===== src/rtl/grc_pkg.sv =====
// Shared types, constants and trig table of the grid ray caster
package grc_pkg;

    localparam int FRAME_RAYS  = 60;
    localparam int MAX_STEPS   = 20;
    localparam int MAP_COLUMNS = 16;
    localparam int MAP_ROWS    = 9;
    localparam int FAN_HALF    = 32;

    localparam int RAY_W     = 6;
    localparam int DEPTH_W   = 20;
    localparam int MAP_W     = 48;
    localparam int MAG_W     = 15;
    localparam int CFG_IDX_W = 2;
    localparam int STEP_W    = $clog2(MAX_STEPS + 1);
    localparam int DIST_W    = $clog2(256 * (MAX_STEPS + 1) + 1);
    localparam int NUM_W     = DIST_W + 14;

    localparam logic [DEPTH_W-1:0] DEPTH_MAX = {DEPTH_W{1'b1}};

    localparam logic [MAP_W-1:0] MAP_0_2_RESET = 48'd172045652590591;
    localparam logic [MAP_W-1:0] MAP_3_5_RESET = 48'd141259599614017;
    localparam logic [MAP_W-1:0] MAP_6_8_RESET = 48'd281472838238209;

    localparam logic [CFG_IDX_W-1:0] CFG_MAP_0_2 = 2'd0;
    localparam logic [CFG_IDX_W-1:0] CFG_MAP_3_5 = 2'd1;
    localparam logic [CFG_IDX_W-1:0] CFG_MAP_6_8 = 2'd2;

    localparam logic [3:0] OP_NONE       = 4'd0;
    localparam logic [3:0] OP_FRAME      = 4'd1;
    localparam logic [3:0] OP_TRIG       = 4'd2;
    localparam logic [3:0] OP_SETUP      = 4'd3;
    localparam logic [3:0] OP_DIV_OFF    = 4'd4;
    localparam logic [3:0] OP_SAVE_OFF   = 4'd5;
    localparam logic [3:0] OP_SAVE_STEP  = 4'd6;
    localparam logic [3:0] OP_WALK       = 4'd7;
    localparam logic [3:0] OP_DIV_DEPTH  = 4'd8;
    localparam logic [3:0] OP_SAVE_DEPTH = 4'd9;
    localparam logic [3:0] OP_PICK       = 4'd10;
    localparam logic [3:0] OP_MUL        = 4'd11;
    localparam logic [3:0] OP_EMIT       = 4'd12;

    typedef struct packed {
        logic [11:0] pos_x;
        logic [11:0] pos_y;
        logic [7:0]  view_angle;
    } item_t;

    typedef struct packed {
        logic [RAY_W-1:0]   ray_index;
        logic [DEPTH_W-1:0] wall_distance;
        logic               hit_vertical;
        logic               last_ray;
    } result_t;

    typedef struct packed {
        logic [3:0] op;
    } cmd_t;

    typedef struct packed {
        logic div_done;
        logic walk_end;
        logic side;
        logic ray_last;
        logic out_free;
    } status_t;

    localparam logic [MAG_W-1:0] QUARTER_WAVE [65] = '{
        15'd164,   15'd402,   15'd804,   15'd1205,  15'd1606,  15'd2006,  15'd2404,  15'd2801,
        15'd3196,  15'd3590,  15'd3981,  15'd4370,  15'd4756,  15'd5139,  15'd5520,  15'd5897,
        15'd6270,  15'd6639,  15'd7005,  15'd7366,  15'd7723,  15'd8076,  15'd8423,  15'd8765,
        15'd9102,  15'd9434,  15'd9760,  15'd10080, 15'd10394, 15'd10702, 15'd11003, 15'd11297,
        15'd11585, 15'd11866, 15'd12140, 15'd12406, 15'd12665, 15'd12916, 15'd13160, 15'd13395,
        15'd13623, 15'd13842, 15'd14053, 15'd14256, 15'd14449, 15'd14635, 15'd14811, 15'd14978,
        15'd15137, 15'd15286, 15'd15426, 15'd15557, 15'd15679, 15'd15791, 15'd15893, 15'd15986,
        15'd16069, 15'd16143, 15'd16207, 15'd16261, 15'd16305, 15'd16340, 15'd16364, 15'd16379,
        15'd16384
    };

    function automatic logic signed [15:0] trig_q14(input logic [7:0] idx);
        logic [7:0] mirror;
        logic [7:0] back;
        logic [7:0] low;
        mirror = 8'(8'd0 - idx);
        back   = 8'(8'd128 - idx);
        low    = 8'(idx - 8'd128);
        if (idx <= 8'd64)
            return signed'({1'b0, QUARTER_WAVE[idx[6:0]]});
        else if (idx < 8'd128)
            return signed'({1'b0, QUARTER_WAVE[back[6:0]]});
        else if (idx == 8'd128)
            return 16'sd164;
        else if (idx <= 8'd192)
            return -signed'({1'b0, QUARTER_WAVE[low[6:0]]});
        else
            return -signed'({1'b0, QUARTER_WAVE[mirror[6:0]]});
    endfunction

endpackage


===== src/rtl/grid_ray_caster.sv =====
// Top level of the grid ray caster: controller, datapath and configuration port
//
//  channel | signals                              | transfer when
//  item    | item_valid, item_ready, item         | item_valid && item_ready
//  result  | result_valid, result_ready, result   | result_valid && result_ready
//  cfg     | cfg_valid, cfg_ready, cfg_index/data | cfg_valid && cfg_ready
//
// One item yields FRAME_RAYS results. Each ray makes two grid walks, each running the
// shared divider three times plus one to twenty map steps. The next item is taken
// once the last result of a frame sits in the output register. Reset restores the
// wall map; a stalled result holds the ray sequencer.
module grid_ray_caster (
    input  logic                             clk,
    input  logic                             rst_n,
    input  logic                             item_valid,
    output logic                             item_ready,
    input  grc_pkg::item_t                   item,
    output logic                             result_valid,
    input  logic                             result_ready,
    output grc_pkg::result_t                 result,
    input  logic                             cfg_valid,
    output logic                             cfg_ready,
    input  logic [grc_pkg::CFG_IDX_W-1:0]    cfg_index,
    input  logic [grc_pkg::MAP_W-1:0]        cfg_data
);

    grc_pkg::cmd_t    cmd;
    grc_pkg::status_t status;

    assign cfg_ready = 1'b1;

    grc_ctrl u_ctrl (
        .clk        (clk),
        .rst_n      (rst_n),
        .item_valid (item_valid),
        .item_ready (item_ready),
        .cmd        (cmd),
        .status     (status)
    );

    grc_dp u_dp (
        .clk          (clk),
        .rst_n        (rst_n),
        .cmd          (cmd),
        .status       (status),
        .item         (item),
        .cfg_valid    (cfg_valid),
        .cfg_index    (cfg_index),
        .cfg_data     (cfg_data),
        .result       (result),
        .result_valid (result_valid),
        .result_ready (result_ready)
    );

endmodule


===== src/rtl/grc_div.sv =====
// Restoring divider, one quotient bit per cycle
module grc_div (
    input  logic                        clk,
    input  logic                        rst_n,
    input  logic                        start,
    input  logic [grc_pkg::NUM_W-1:0]   num,
    input  logic [grc_pkg::MAG_W-1:0]   den,
    output logic                        done,
    output logic [grc_pkg::NUM_W-1:0]   quot,
    output logic [grc_pkg::MAG_W-1:0]   rem
);

    localparam int NUM_W = grc_pkg::NUM_W;
    localparam int MAG_W = grc_pkg::MAG_W;
    localparam int CNT_W = $clog2(NUM_W + 1);

    logic [MAG_W-1:0] acc_reg;
    logic [NUM_W-1:0] quo_reg;
    logic [MAG_W-1:0] den_reg;
    logic [CNT_W-1:0] cnt_reg;
    logic             busy_reg;
    logic             done_reg;
    logic [MAG_W:0]   trial;
    logic [MAG_W:0]   diff;
    logic             fits;

    assign trial = {acc_reg, quo_reg[NUM_W-1]};
    assign fits  = trial >= {1'b0, den_reg};
    assign diff  = trial - {1'b0, den_reg};

    always_ff @(posedge clk or negedge rst_n)
    begin
        if (!rst_n)
        begin
            busy_reg <= 1'b0;
            done_reg <= 1'b0;
            cnt_reg  <= '0;
        end
        else if (start)
        begin
            busy_reg <= 1'b1;
            done_reg <= 1'b0;
            cnt_reg  <= CNT_W'(NUM_W);
        end
        else if (busy_reg)
        begin
            cnt_reg <= cnt_reg - 1'b1;
            if (cnt_reg == CNT_W'(1))
            begin
                busy_reg <= 1'b0;
                done_reg <= 1'b1;
            end
        end
    end

    always_ff @(posedge clk)
    begin
        if (start)
        begin
            acc_reg <= '0;
            quo_reg <= num;
            den_reg <= den;
        end
        else if (busy_reg)
        begin
            acc_reg <= fits ? diff[MAG_W-1:0] : trial[MAG_W-1:0];
            quo_reg <= {quo_reg[NUM_W-2:0], fits};
        end
    end

    assign done = done_reg;
    assign quot = quo_reg;
    assign rem  = acc_reg;

endmodule


===== src/rtl/grc_dp.sv =====
// Datapath: map registers, ray walk arithmetic, correction and result register
module grc_dp (
    input  logic                             clk,
    input  logic                             rst_n,
    input  grc_pkg::cmd_t                    cmd,
    output grc_pkg::status_t                 status,
    input  grc_pkg::item_t                   item,
    input  logic                             cfg_valid,
    input  logic [grc_pkg::CFG_IDX_W-1:0]    cfg_index,
    input  logic [grc_pkg::MAP_W-1:0]        cfg_data,
    output grc_pkg::result_t                 result,
    output logic                             result_valid,
    input  logic                             result_ready
);

    localparam int NUM_W  = grc_pkg::NUM_W;
    localparam int MAG_W  = grc_pkg::MAG_W;
    localparam int STEP_W = grc_pkg::STEP_W;
    localparam int DIST_W = grc_pkg::DIST_W;
    localparam int RAY_W  = grc_pkg::RAY_W;
    localparam int ST_W   = STEP_W + 6;
    localparam int OT_W   = NUM_W - 7;
    localparam int CORR_W = NUM_W + 1;
    localparam int MUL_W  = NUM_W + MAG_W;

    logic [grc_pkg::MAP_W-1:0] map0_reg, map1_reg, map2_reg;
    logic [11:0]               px_reg, py_reg;
    logic [7:0]                view_reg, ang_reg;
    logic [RAY_W-1:0]          ray_reg;
    logic signed [15:0]        s_reg, c_reg, f_reg;
    logic                      side_reg;
    logic [8:0]                first_reg;
    logic signed [5:0]         ftile_reg;
    logic                      dir_pos_reg;
    logic [MAG_W-1:0]          amag_reg, cmag_reg, r_reg, rs_reg;
    logic [NUM_W-1:0]          prod_reg, q_reg, qs_reg, dh_reg, dv_reg, d_reg;
    logic [STEP_W-1:0]         k_reg;
    logic                      vert_reg;
    logic [MUL_W-1:0]          mul_reg;
    grc_pkg::result_t          result_reg;
    logic                      result_valid_reg;

    logic [11:0]        own, other;
    logic signed [15:0] along, across;
    logic               along_pos, across_pos;
    logic [MAG_W-1:0]   amag_c, cmag_c;
    logic [8:0]         first_c;
    logic [5:0]         cell6;
    logic [5:0]         ftile_c;
    logic [23:0]        prod_c;

    logic signed [ST_W-1:0]    stile, ftile_ext, k_ext;
    logic signed [NUM_W+1:0]   pos, other_ext, q_ext;
    logic [OT_W-1:0]           otile;
    logic                      o_ok_col, o_ok_row, s_ok_col, s_ok_row;
    logic                      in_map;
    logic [3:0]                col_idx, row_idx;
    logic [255:0]              map_all;
    logic                      blocked;
    logic [MAG_W:0]            r_sum;
    logic                      wrap;
    logic [DIST_W-1:0]         dist_c;

    logic                      div_start, div_done;
    logic [NUM_W-1:0]          div_num, div_quot;
    logic [MAG_W-1:0]          div_rem;

    logic                      vert_c;
    logic [7:0]                fidx;
    logic [MUL_W-1:0]          mul_c;
    logic [CORR_W-1:0]         corr_c;
    logic [grc_pkg::DEPTH_W-1:0] sat_c;
    logic                      out_free;

    assign own        = side_reg ? px_reg : py_reg;
    assign other      = side_reg ? py_reg : px_reg;
    assign along      = side_reg ? c_reg : s_reg;
    assign across     = side_reg ? s_reg : c_reg;
    assign along_pos  = !along[15];
    assign across_pos = !across[15];
    assign amag_c     = along[15] ? MAG_W'(-along) : MAG_W'(along);
    assign cmag_c     = across[15] ? MAG_W'(-across) : MAG_W'(across);
    assign first_c    = along_pos ? 9'(9'd256 - {1'b0, own[7:0]}) : {1'b0, own[7:0]};
    assign cell6      = {2'b00, own[11:8]};
    assign ftile_c    = along_pos ? 6'(cell6 + 6'd1) : 6'(cell6 - 6'd1);
    assign prod_c     = first_c * cmag_c;

    assign ftile_ext = ST_W'(ftile_reg);
    assign k_ext     = signed'(ST_W'(k_reg));
    assign stile     = dir_pos_reg ? ftile_ext + k_ext : ftile_ext - k_ext;
    assign other_ext = signed'((NUM_W + 2)'(other));
    assign q_ext     = signed'({2'b00, q_reg});
    assign pos       = across_pos ? other_ext + q_ext : other_ext - q_ext;
    assign otile     = pos[NUM_W:8];

    assign o_ok_col = !pos[NUM_W+1] && (otile < OT_W'(grc_pkg::MAP_COLUMNS));
    assign o_ok_row = !pos[NUM_W+1] && (otile < OT_W'(grc_pkg::MAP_ROWS));
    assign s_ok_col = !stile[ST_W-1] && (stile < ST_W'(grc_pkg::MAP_COLUMNS));
    assign s_ok_row = !stile[ST_W-1] && (stile < ST_W'(grc_pkg::MAP_ROWS));
    assign in_map   = side_reg ? (s_ok_col && o_ok_row) : (o_ok_col && s_ok_row);
    assign col_idx  = side_reg ? stile[3:0] : otile[3:0];
    assign row_idx  = side_reg ? otile[3:0] : stile[3:0];
    assign map_all  = {112'd0, map2_reg, map1_reg, map0_reg};
    assign blocked  = !in_map || map_all[{row_idx, col_idx}];

    assign r_sum  = {1'b0, r_reg} + {1'b0, rs_reg};
    assign wrap   = r_sum >= {1'b0, amag_reg};
    assign dist_c = DIST_W'(first_reg) + DIST_W'({k_reg, 8'b0});

    always_comb
    begin
        div_start = 1'b0;
        div_num   = prod_reg;
        unique case (cmd.op)
            grc_pkg::OP_DIV_OFF:
            begin
                div_start = 1'b1;
                div_num   = prod_reg;
            end
            grc_pkg::OP_SAVE_OFF:
            begin
                div_start = 1'b1;
                div_num   = NUM_W'({cmag_reg, 8'b0});
            end
            grc_pkg::OP_DIV_DEPTH:
            begin
                div_start = 1'b1;
                div_num   = {dist_c, 14'b0};
            end
            default:
            begin
                div_start = 1'b0;
                div_num   = prod_reg;
            end
        endcase
    end

    grc_div u_div (
        .clk   (clk),
        .rst_n (rst_n),
        .start (div_start),
        .num   (div_num),
        .den   (amag_reg),
        .done  (div_done),
        .quot  (div_quot),
        .rem   (div_rem)
    );

    assign vert_c = dv_reg < dh_reg;
    assign fidx   = 8'(view_reg - ang_reg + 8'd64);
    assign mul_c  = d_reg * f_reg[MAG_W-1:0];
    assign corr_c = mul_reg[MUL_W-1:14];
    assign sat_c  = (corr_c > CORR_W'(grc_pkg::DEPTH_MAX)) ? grc_pkg::DEPTH_MAX
                                                            : corr_c[grc_pkg::DEPTH_W-1:0];
    assign out_free = !result_valid_reg || result_ready;

    always_ff @(posedge clk or negedge rst_n)
    begin
        if (!rst_n)
        begin
            map0_reg         <= grc_pkg::MAP_0_2_RESET;
            map1_reg         <= grc_pkg::MAP_3_5_RESET;
            map2_reg         <= grc_pkg::MAP_6_8_RESET;
            result_valid_reg <= 1'b0;
        end
        else
        begin
            if (cfg_valid)
            begin
                priority case (cfg_index)
                    grc_pkg::CFG_MAP_0_2: map0_reg <= cfg_data;
                    grc_pkg::CFG_MAP_3_5: map1_reg <= cfg_data;
                    grc_pkg::CFG_MAP_6_8: map2_reg <= cfg_data;
                    default: ;
                endcase
            end
            if (cmd.op == grc_pkg::OP_EMIT)
                result_valid_reg <= 1'b1;
            else if (result_ready)
                result_valid_reg <= 1'b0;
        end
    end

    always_ff @(posedge clk)
    begin
        unique case (cmd.op)
            grc_pkg::OP_FRAME:
            begin
                px_reg   <= item.pos_x;
                py_reg   <= item.pos_y;
                view_reg <= item.view_angle;
                ang_reg  <= 8'(item.view_angle - 8'(grc_pkg::FAN_HALF));
                ray_reg  <= '0;
            end
            grc_pkg::OP_TRIG:
            begin
                s_reg    <= grc_pkg::trig_q14(ang_reg);
                c_reg    <= grc_pkg::trig_q14(8'(ang_reg + 8'd64));
                side_reg <= 1'b0;
            end
            grc_pkg::OP_SETUP:
            begin
                first_reg   <= first_c;
                ftile_reg   <= signed'(ftile_c);
                dir_pos_reg <= along_pos;
                amag_reg    <= amag_c;
                cmag_reg    <= cmag_c;
                prod_reg    <= NUM_W'(prod_c);
                k_reg       <= '0;
            end
            grc_pkg::OP_SAVE_OFF:
            begin
                q_reg <= div_quot;
                r_reg <= div_rem;
            end
            grc_pkg::OP_SAVE_STEP:
            begin
                qs_reg <= div_quot;
                rs_reg <= div_rem;
            end
            grc_pkg::OP_WALK:
            begin
                if (!blocked)
                begin
                    k_reg <= k_reg + 1'b1;
                    q_reg <= q_reg + qs_reg + NUM_W'(wrap);
                    r_reg <= wrap ? MAG_W'(r_sum - {1'b0, amag_reg}) : r_sum[MAG_W-1:0];
                end
            end
            grc_pkg::OP_SAVE_DEPTH:
            begin
                if (side_reg)
                    dv_reg <= div_quot;
                else
                    dh_reg <= div_quot;
                side_reg <= !side_reg;
            end
            grc_pkg::OP_PICK:
            begin
                vert_reg <= vert_c;
                d_reg    <= vert_c ? dv_reg : dh_reg;
                f_reg    <= grc_pkg::trig_q14(fidx);
            end
            grc_pkg::OP_MUL:
            begin
                mul_reg <= f_reg[15] ? '0 : mul_c;
            end
            grc_pkg::OP_EMIT:
            begin
                result_reg.ray_index     <= ray_reg;
                result_reg.wall_distance <= sat_c;
                result_reg.hit_vertical  <= vert_reg;
                result_reg.last_ray      <= (ray_reg == RAY_W'(grc_pkg::FRAME_RAYS - 1));
                ang_reg                  <= 8'(ang_reg + 8'd1);
                ray_reg                  <= ray_reg + 1'b1;
            end
            default: ;
        endcase
    end

    assign status.div_done = div_done;
    assign status.walk_end = blocked || (k_reg == STEP_W'(grc_pkg::MAX_STEPS - 1));
    assign status.side     = side_reg;
    assign status.ray_last = (ray_reg == RAY_W'(grc_pkg::FRAME_RAYS - 1));
    assign status.out_free = out_free;

    assign result       = result_reg;
    assign result_valid = result_valid_reg;

endmodule


===== src/rtl/grc_ctrl.sv =====
// Controller state machine sequencing rays, walks and divisions
module grc_ctrl (
    input  logic             clk,
    input  logic             rst_n,
    input  logic             item_valid,
    output logic             item_ready,
    output grc_pkg::cmd_t    cmd,
    input  grc_pkg::status_t status
);

    localparam logic [3:0] S_IDLE       = 4'd0;
    localparam logic [3:0] S_TRIG       = 4'd1;
    localparam logic [3:0] S_SETUP      = 4'd2;
    localparam logic [3:0] S_DIV_OFF    = 4'd3;
    localparam logic [3:0] S_WAIT_OFF   = 4'd4;
    localparam logic [3:0] S_WAIT_STEP  = 4'd5;
    localparam logic [3:0] S_WALK       = 4'd6;
    localparam logic [3:0] S_DEPTH      = 4'd7;
    localparam logic [3:0] S_WAIT_DEPTH = 4'd8;
    localparam logic [3:0] S_PICK       = 4'd9;
    localparam logic [3:0] S_MUL        = 4'd10;
    localparam logic [3:0] S_EMIT       = 4'd11;

    logic [3:0] state_reg, state_next;

    always_comb
    begin
        state_next = state_reg;
        cmd.op     = grc_pkg::OP_NONE;
        item_ready = 1'b0;
        unique case (state_reg)
            S_IDLE:
            begin
                item_ready = 1'b1;
                if (item_valid)
                begin
                    cmd.op     = grc_pkg::OP_FRAME;
                    state_next = S_TRIG;
                end
            end
            S_TRIG:
            begin
                cmd.op     = grc_pkg::OP_TRIG;
                state_next = S_SETUP;
            end
            S_SETUP:
            begin
                cmd.op     = grc_pkg::OP_SETUP;
                state_next = S_DIV_OFF;
            end
            S_DIV_OFF:
            begin
                cmd.op     = grc_pkg::OP_DIV_OFF;
                state_next = S_WAIT_OFF;
            end
            S_WAIT_OFF:
            begin
                if (status.div_done)
                begin
                    cmd.op     = grc_pkg::OP_SAVE_OFF;
                    state_next = S_WAIT_STEP;
                end
            end
            S_WAIT_STEP:
            begin
                if (status.div_done)
                begin
                    cmd.op     = grc_pkg::OP_SAVE_STEP;
                    state_next = S_WALK;
                end
            end
            S_WALK:
            begin
                cmd.op = grc_pkg::OP_WALK;
                if (status.walk_end)
                    state_next = S_DEPTH;
            end
            S_DEPTH:
            begin
                cmd.op     = grc_pkg::OP_DIV_DEPTH;
                state_next = S_WAIT_DEPTH;
            end
            S_WAIT_DEPTH:
            begin
                if (status.div_done)
                begin
                    cmd.op     = grc_pkg::OP_SAVE_DEPTH;
                    state_next = status.side ? S_PICK : S_SETUP;
                end
            end
            S_PICK:
            begin
                cmd.op     = grc_pkg::OP_PICK;
                state_next = S_MUL;
            end
            S_MUL:
            begin
                cmd.op     = grc_pkg::OP_MUL;
                state_next = S_EMIT;
            end
            S_EMIT:
            begin
                if (status.out_free)
                begin
                    cmd.op     = grc_pkg::OP_EMIT;
                    state_next = status.ray_last ? S_IDLE : S_TRIG;
                end
            end
            default:
            begin
                state_next = S_IDLE;
            end
        endcase
    end

    always_ff @(posedge clk or negedge rst_n)
    begin
        if (!rst_n)
            state_reg <= S_IDLE;
        else
            state_reg <= state_next;
    end

endmodule


===== config.mk =====
export PLATFORM = sky130hd
export DESIGN_NAME = grid_ray_caster
export DESIGN_NICKNAME = d
export VERILOG_FILES = /design/src/rtl/grc_pkg.sv /design/src/rtl/grid_ray_caster.sv /design/src/rtl/grc_div.sv /design/src/rtl/grc_dp.sv /design/src/rtl/grc_ctrl.sv
export SDC_FILE = /design/constraint.sdc
export NUM_CORES = 2
export LEC_CHECK = 0
export BUFFER_PORTS_ARGS = -buffer_cell sky130_fd_sc_hd__buf_2
export CAP_MARGIN = 20
export CORE_MARGIN = 8
export CORE_UTILIZATION = 30
export DETAILED_ROUTE_END_ITERATION = 8
export GPL_ROUTABILITY_DRIVEN = 1
export PLACE_DENSITY = 0.52
export SYNTH_ARGS = -nofsm -noshare
export SYNTH_HDL_FRONTEND = slang
export SYNTH_HIERARCHICAL = 1
export SYNTH_SLANG_ARGS = --single-unit
export TNS_END_PERCENT = 100

===== constraint.sdc =====
create_clock -name clk -period 18.46 [get_ports clk]
set_input_delay 0 -clock clk [delete_from_list [all_inputs] [get_ports clk]]
set_output_delay 0 -clock clk [all_outputs]
set_load 0.02 [all_outputs]

* Word level (Yosys, flattened, before mapping) *
Memory sizes are Yosys's and may differ from the RTL's.
Cells that the tools add are included.
W data, S select, Z words.

operators by class
  $lt $le $gt $ge = 30
  reductions and logical operators = 37
  equality and inequality tests = 38
  multipliers = 2
  add/subtract/negate cells = 38
  mux-type cells = 93
  bitwise gates (word level) = 13

operator list
  kind                    count
  $mux W15                38
  $mux W27                4
  $pmux W27 S2            2
  $ge A8 B8 Y1 const B    12
  $neg A15 Y16            6
  $not A7 Y8              12
  $pmux W4 S12            2
  $mux W16                5
  $mux W4                 11
  $mul A27 B15 Y42        1
  $sub A1 B7 Y7 const A   6
  $eq A4 B4 Y1 const B    9
  $eq A4 B3 Y1 const B    8
  $ge A16 B15 Y1          2
  $neg A15 Y15            2
  $pmux W15 S2            1
  $sub A15 B15 Y15        2
  $mux W29                1
  $add A12 B27 Y28        1
  $gt A28 B20 Y1 const B  1
  $sub A12 B27 Y28        1
  $add A27 B1 Y27         1
  $add A27 B27 Y27        1
  $lt A27 B27 Y1          1
  56 further kinds        121

word-level totals
  bits in read-only memories = 23040
  register bits after elaboration = 619
  output and inout bits = 31
  memories = 12

memories
  name              depth  width  rd ports  clocked after Yosys merged registers in  write ports  line           RTL
  (name not given)  128    15     1         0                                        0            grc_pkg.sv:96  return -signed'({1'b0, QUARTER_WAVE[mirror[6:0]]});
  (name not given)  128    15     1         0                                        0            grc_pkg.sv:88  return signed'({1'b0, QUARTER_WAVE[idx[6:0]]});
  (name not given)  128    15     1         0                                        0            grc_pkg.sv:90  return signed'({1'b0, QUARTER_WAVE[back[6:0]]});
  (name not given)  128    15     1         0                                        0            grc_pkg.sv:94  return -signed'({1'b0, QUARTER_WAVE[low[6:0]]});
  (name not given)  128    15     1         0                                        0            grc_pkg.sv:96
  (name not given)  128    15     1         0                                        0            grc_pkg.sv:88
  6 more memories   --     --     --        --                                       --           --

* Depth between registers and ports, before layout *
  depth after elaboration = 12
  depth in mapped cells = 36
  mapped depth without buffers = 35

* By module *
Netlist, hierarchy kept.

by module, submodules not included
  module           times used  cells each  seq. area each (µm²)  area an instance (µm²)
  grc_dp           1           5598        15478.6               52470.3
  grc_div          1           309         1736.7                3412.0
  grc_ctrl         1           59          100.1                 446.7
  grid_ray_caster  1           2           0.0                   11.3

* Worst setup path after synthesis *
No wires, ideal clock.

  path type = reg2reg
  start = reg u_dp.side_reg
  end = reg u_dp.q_reg[0] (enable)
  path slack = 10.676 ns
  data arrival time = 7.383 ns
  required time = 18.058 ns
  cell stages (with the launch flop) = 25
  path buffers = 9
  path through = edfxtp_1 buf_4 buf_2 clkbuf_1 buf_2 buf_2 clkbuf_1 clkbuf_1 buf_1 clkbuf_1 mux2_2 ha_1 or3b_1 o2111a_2 o211ai_4 a211oi_4 o21ba_4 o311a_1 a31oi_1 o311ai_1 nor4_1 nand4_1 or4_4 a211oi_1 or2_1

between the ends
  longest elaborated chain between the ends = 11

ends and longest elaborated chain
  what                                                         line                        RTL
  start: declaration                                           grc_dp.sv:31                logic side_reg;
  start signal: assignment                                     grc_dp.sv:236               side_reg <= !side_reg;
  $mux W12                                                     grc_dp.sv:76                assign other = side_reg ? py_reg : px_reg;
  $add A12 B27 Y28 / $sub A12 B27 Y28 (equally long branches)  grc_dp.sv:93                assign pos = across_pos ? other_ext + q_ext : other_ext - q_ext;
  $mux W29                                                     grc_dp.sv:93
  $lt A20 B5 Y1 (tied with other cells)                        grc_dp.sv:96                assign o_ok_col = !pos[NUM_W+1] && (otile < OT_W'(grc_pkg::MAP_COLUMNS));
  $logic_and A1 B1 Y1, on equally long branches                grc_dp.sv:96, grc_dp.sv:97
  $logic_and A1 B1 Y1                                          grc_dp.sv:100               assign in_map = side_reg ? (s_ok_col && o_ok_row) : (o_ok_col && s_ok_row);
  $mux W1                                                      grc_dp.sv:100
  $logic_not A1 Y1                                             grc_dp.sv:104               assign blocked = !in_map || map_all[{row_idx, col_idx}];
  $logic_or A1 B1 Y1 *                                         grc_dp.sv:104
  $ne A2 B2 Y1 (no source line) *                              --
  $reduce_and A2 Y1 (no source line) *                         --
  end signal: assignment                                       grc_dp.sv:213               q_reg <= div_quot;
  end signal: assignment                                       grc_dp.sv:226               q_reg <= q_reg + qs_reg + NUM_W'(wrap);
  end: declaration                                             grc_dp.sv:36                logic [NUM_W-1:0] prod_reg, q_reg, qs_reg, dh_reg, dv_reg, d_reg;

Every way passes the cells marked *; elsewhere a longest branch is shown, timed or not. The select of a mux whose other input is x is not followed.
A chain may end at the register's enable or synchronous reset.

* Worst setup path in the final report *
  start = reg u_dp.side_reg
  end = reg u_dp.prod_reg[22], data pin

between the ends
  longest elaborated chain between the ends = 4

ends and longest elaborated chain
  what                    line           RTL
  $mux W16 *              grc_dp.sv:78   assign across = side_reg ? s_reg : c_reg;
  $neg A15 Y15            grc_dp.sv:82   assign cmag_c = across[15] ? MAG_W'(-across) : MAG_W'(across);
  $mux W15 *              grc_dp.sv:82
  via u_dp.cmag_c[4]      grc_dp.sv:46   logic [MAG_W-1:0] amag_c, cmag_c;
  $mul A9 B15 Y24 *       grc_dp.sv:86   assign prod_c = first_c * cmag_c;
  via u_dp.prod_c[22]     grc_dp.sv:50   logic [23:0] prod_c;
  end signal: assignment  grc_dp.sv:208  prod_reg <= NUM_W'(prod_c);
  end: declaration        grc_dp.sv:36

The timed path passes the listed nets; every way through them passes the cells marked *.

==> qor.csv <==
metric,value,unit
share of layout cells above drive strength 1,0.123,
final-report max-slew violation count,0,
worst setup path category,flop to flop,
Critical Path Start Type,flop,
post_cts resized,0,
drt drc,0,
Routed Antenna Nets,0,
Die H,449,µm
R2R Setup Slk,9.94,ns
clock-pin transition on the worst setup and hold timing paths,0.06,ns
clk_lat worst skew,0.70,ns
Max-Cap Viols,0,
CTS root buf,clkbuf_16,
asr flop ratio synth,0.258,
Via density,5.10,
critical path data required time,18.92,ns
TritonCTS buffer count,76,
Clock Skew,0.0737,ns
largest area contributor in the netlist,edfxtp_1,
Rows,159,
DP HPWL,119000,µm
Crit path largest cell delay,0.85,ns
relative slew slack,0.307,
CP most frequent cell,inv_1,
Crit. End Element,flop,
Slowest cell on crit path,mux2i_1,
worst-path maximum fanout,76,
1st-iter DRT viols,3365,
Yosys top cell area share,0.231,
die width,449,µm
HP Start,item[17],
Final nets,6879,
Area Growth Syn to Fin,12.2,%
register area share after synthesis,0.307,
Worst-Margin Slew,1.04,ns
Final Hold Viols,0,
routed len/inst,18.9,µm
Post-Syn Nets,6820,
CTS sink count,605,
DRT Pass-1 Iters,6,
Clock Tree Buf Depth,3,
Post-synth top flop,edfxtp_1,
mapped cell area,56300,µm²
CTS tree,done,
#FFs+latches synth,605,
first-pass GRT wire length,256000,µm
status,"finished, final reports clean",
unrepaired setup endpoints after global routing,false,
all-layer global routing usage,0.155,
"Distinct cells, synth",116,
final setup fails,0,
# IOs,118,
total grt overflow,0,
"Avg Cell Area, Syn",9.44,µm²
minimum clock period,8.52,ns
vias in the first global route,44000,
Area contributors post-synth,"edfxtp_1 (23%), fa_1 (15%), ha_1 (7.6%)",
Vias,43800,
WL final,162000,µm
initial core utilization,0.301,
core area,187000,µm²
Filler Cell Count,19000,
Critical R2R Launch,u_dp/side_reg,
port bufs,116,
die footprint,202000,µm²
initial antenna violation count,6,
CP arrival,8.98,ns
most common cell in the netlist,nand2_1,
Hold EP,u_dp/py_reg[9],
H-tree Lvls,3,
largest net degree at the start of global routing,88,
reg2reg end,u_dp/prod_reg[22],
Achievable Freq,0.117,GHz
"Core Util, Final",0.338,
RD Place Congestion,0.863,
Syn. warnings,6,
HP Class,input port to flop,
Reg2Reg Depth,28,
Hold Path Stages,2,
Gate Count Post-Synth,5968,
final worst-path cycle share,0.461,
setup TNS,0,ns
Post-synth EDFFs,434,
Post-synth top cells,"nand2_1 (707), inv_1 (651), edfxtp_1 (434)",
==> worst max path at each step <==
stage	start	endpoint	slack, ns	cells past startpoint
floorplan	u_dp/side_reg	u_dp/q_reg[0]	10.68	24
global placement	u_dp/side_reg	u_dp/prod_reg[23]	10.15	28
detailed placement	u_dp/side_reg	u_dp/prod_reg[22]	10.08	28
CTS	u_dp/side_reg	u_dp/prod_reg[22]	10.03	28
global route	u_dp/side_reg	u_dp/prod_reg[22]	9.26	27
finish	u_dp/side_reg	u_dp/prod_reg[22]	9.94	28
==> cell families (layout without fill, tap and decap cells) <==
family,count (synthesis),after routing,synth area share
AOI/OAI and AO/OA,1176,1176,0.138
xor gates and xnor gates,217,217,0.0345
adders and majority gates,769,769,0.227
buffers and inverters,995,1118,0.0681
DFF,605,605,0.307
muxes,344,344,0.0695
other,1,5,0.0000666
and+or+nand+nor,1861,1861,0.155
==> cell type report <==
cell class,count,area [µm²],share of cell area
multi-input combinational,4368,35300,0.559
inverter,664,2490,0.0394
sequential,605,17300,0.274
clock buffer,103,2060,0.0326
timing repair buffer,312,2310,0.0365
clock inverter,39,598,0.00946
antenna,4,10.0,0.000158
tap,2495,3120,0.0494
==> metrics by stage <==
step	setup WS (ns)	hold slack [ns]	std cells	instance area, µm²
floorplan	10.68	-0.296	5968	56300
global placement	10.15	-0.00191	8347	59600
detailed placement	10.08	0.00106	8347	59600
CTS	10.03	0.0181	8586	63200
global route	9.26	0.0507	8589	63200
finish	9.94	0.0639	8590	63200
==> critical path: cells and delay by family, from the launching register on <==
family                   cells  cell delay (ns)
AO/OA/AOI/OAI               12             2.66
XOR/XNOR                     2             0.63
adder cells (fa/ha/maj)      6             2.30
buffers and inverters        5             1.16
flip-flops                   1             0.32
multiplexers                 1             0.85
AND/OR/NAND/NOR              2             0.30
==> cell usage in the layout, fill, tap and decap left out, types with 26 or more instances in the layout <==
master         Yosys  final
nand2_1          707    707
inv_1            651    651
edfxtp_1         434    434
fa_1             421    420
nor2_1           388    384
ha_1             344    344
o21ai_0          290    290
a21oi_1          280    279
and2_1           253    253
mux2_2           225    225
xnor2_1          137    131
nand3_1          117    117
buf_2             30    115
nor3_1           107    102
mux2i_1          102    101
buf_4             13     99
dlygate4sd3_1      0     96
dfrtp_1           93     93
clkbuf_16          0     77
a211oi_1          76     76
xor2_1            76     74
dfstp_2           63     63
a21o_1            55     55
nand2b_1          52     52
and3_1            46     46
a31oi_1           45     45
o211ai_1          42     42
or2_2             41     42
o22ai_1           34     34
nor2b_1           29     29
a311oi_1          26     26
==> routing by layer <==
layer	part of all wire	track usage	routed length, µm
met1	0.47	0.221	76400
met2	0.46	0.250	74100
met3	0.046	0.0162	7400
met4	0.027	0.0457	4380
met5	0.00025	0	41
==> repair_timing <==
item | 4_1_cts | 5_1_grt
hold endpoints to repair | 284 | 0
hold buffers | 97 | 0
buffers inserted | 0 | 0
Power is not shown: default switching activity piles up to over one toggle a cycle in this logic, so the estimate is an artifact.
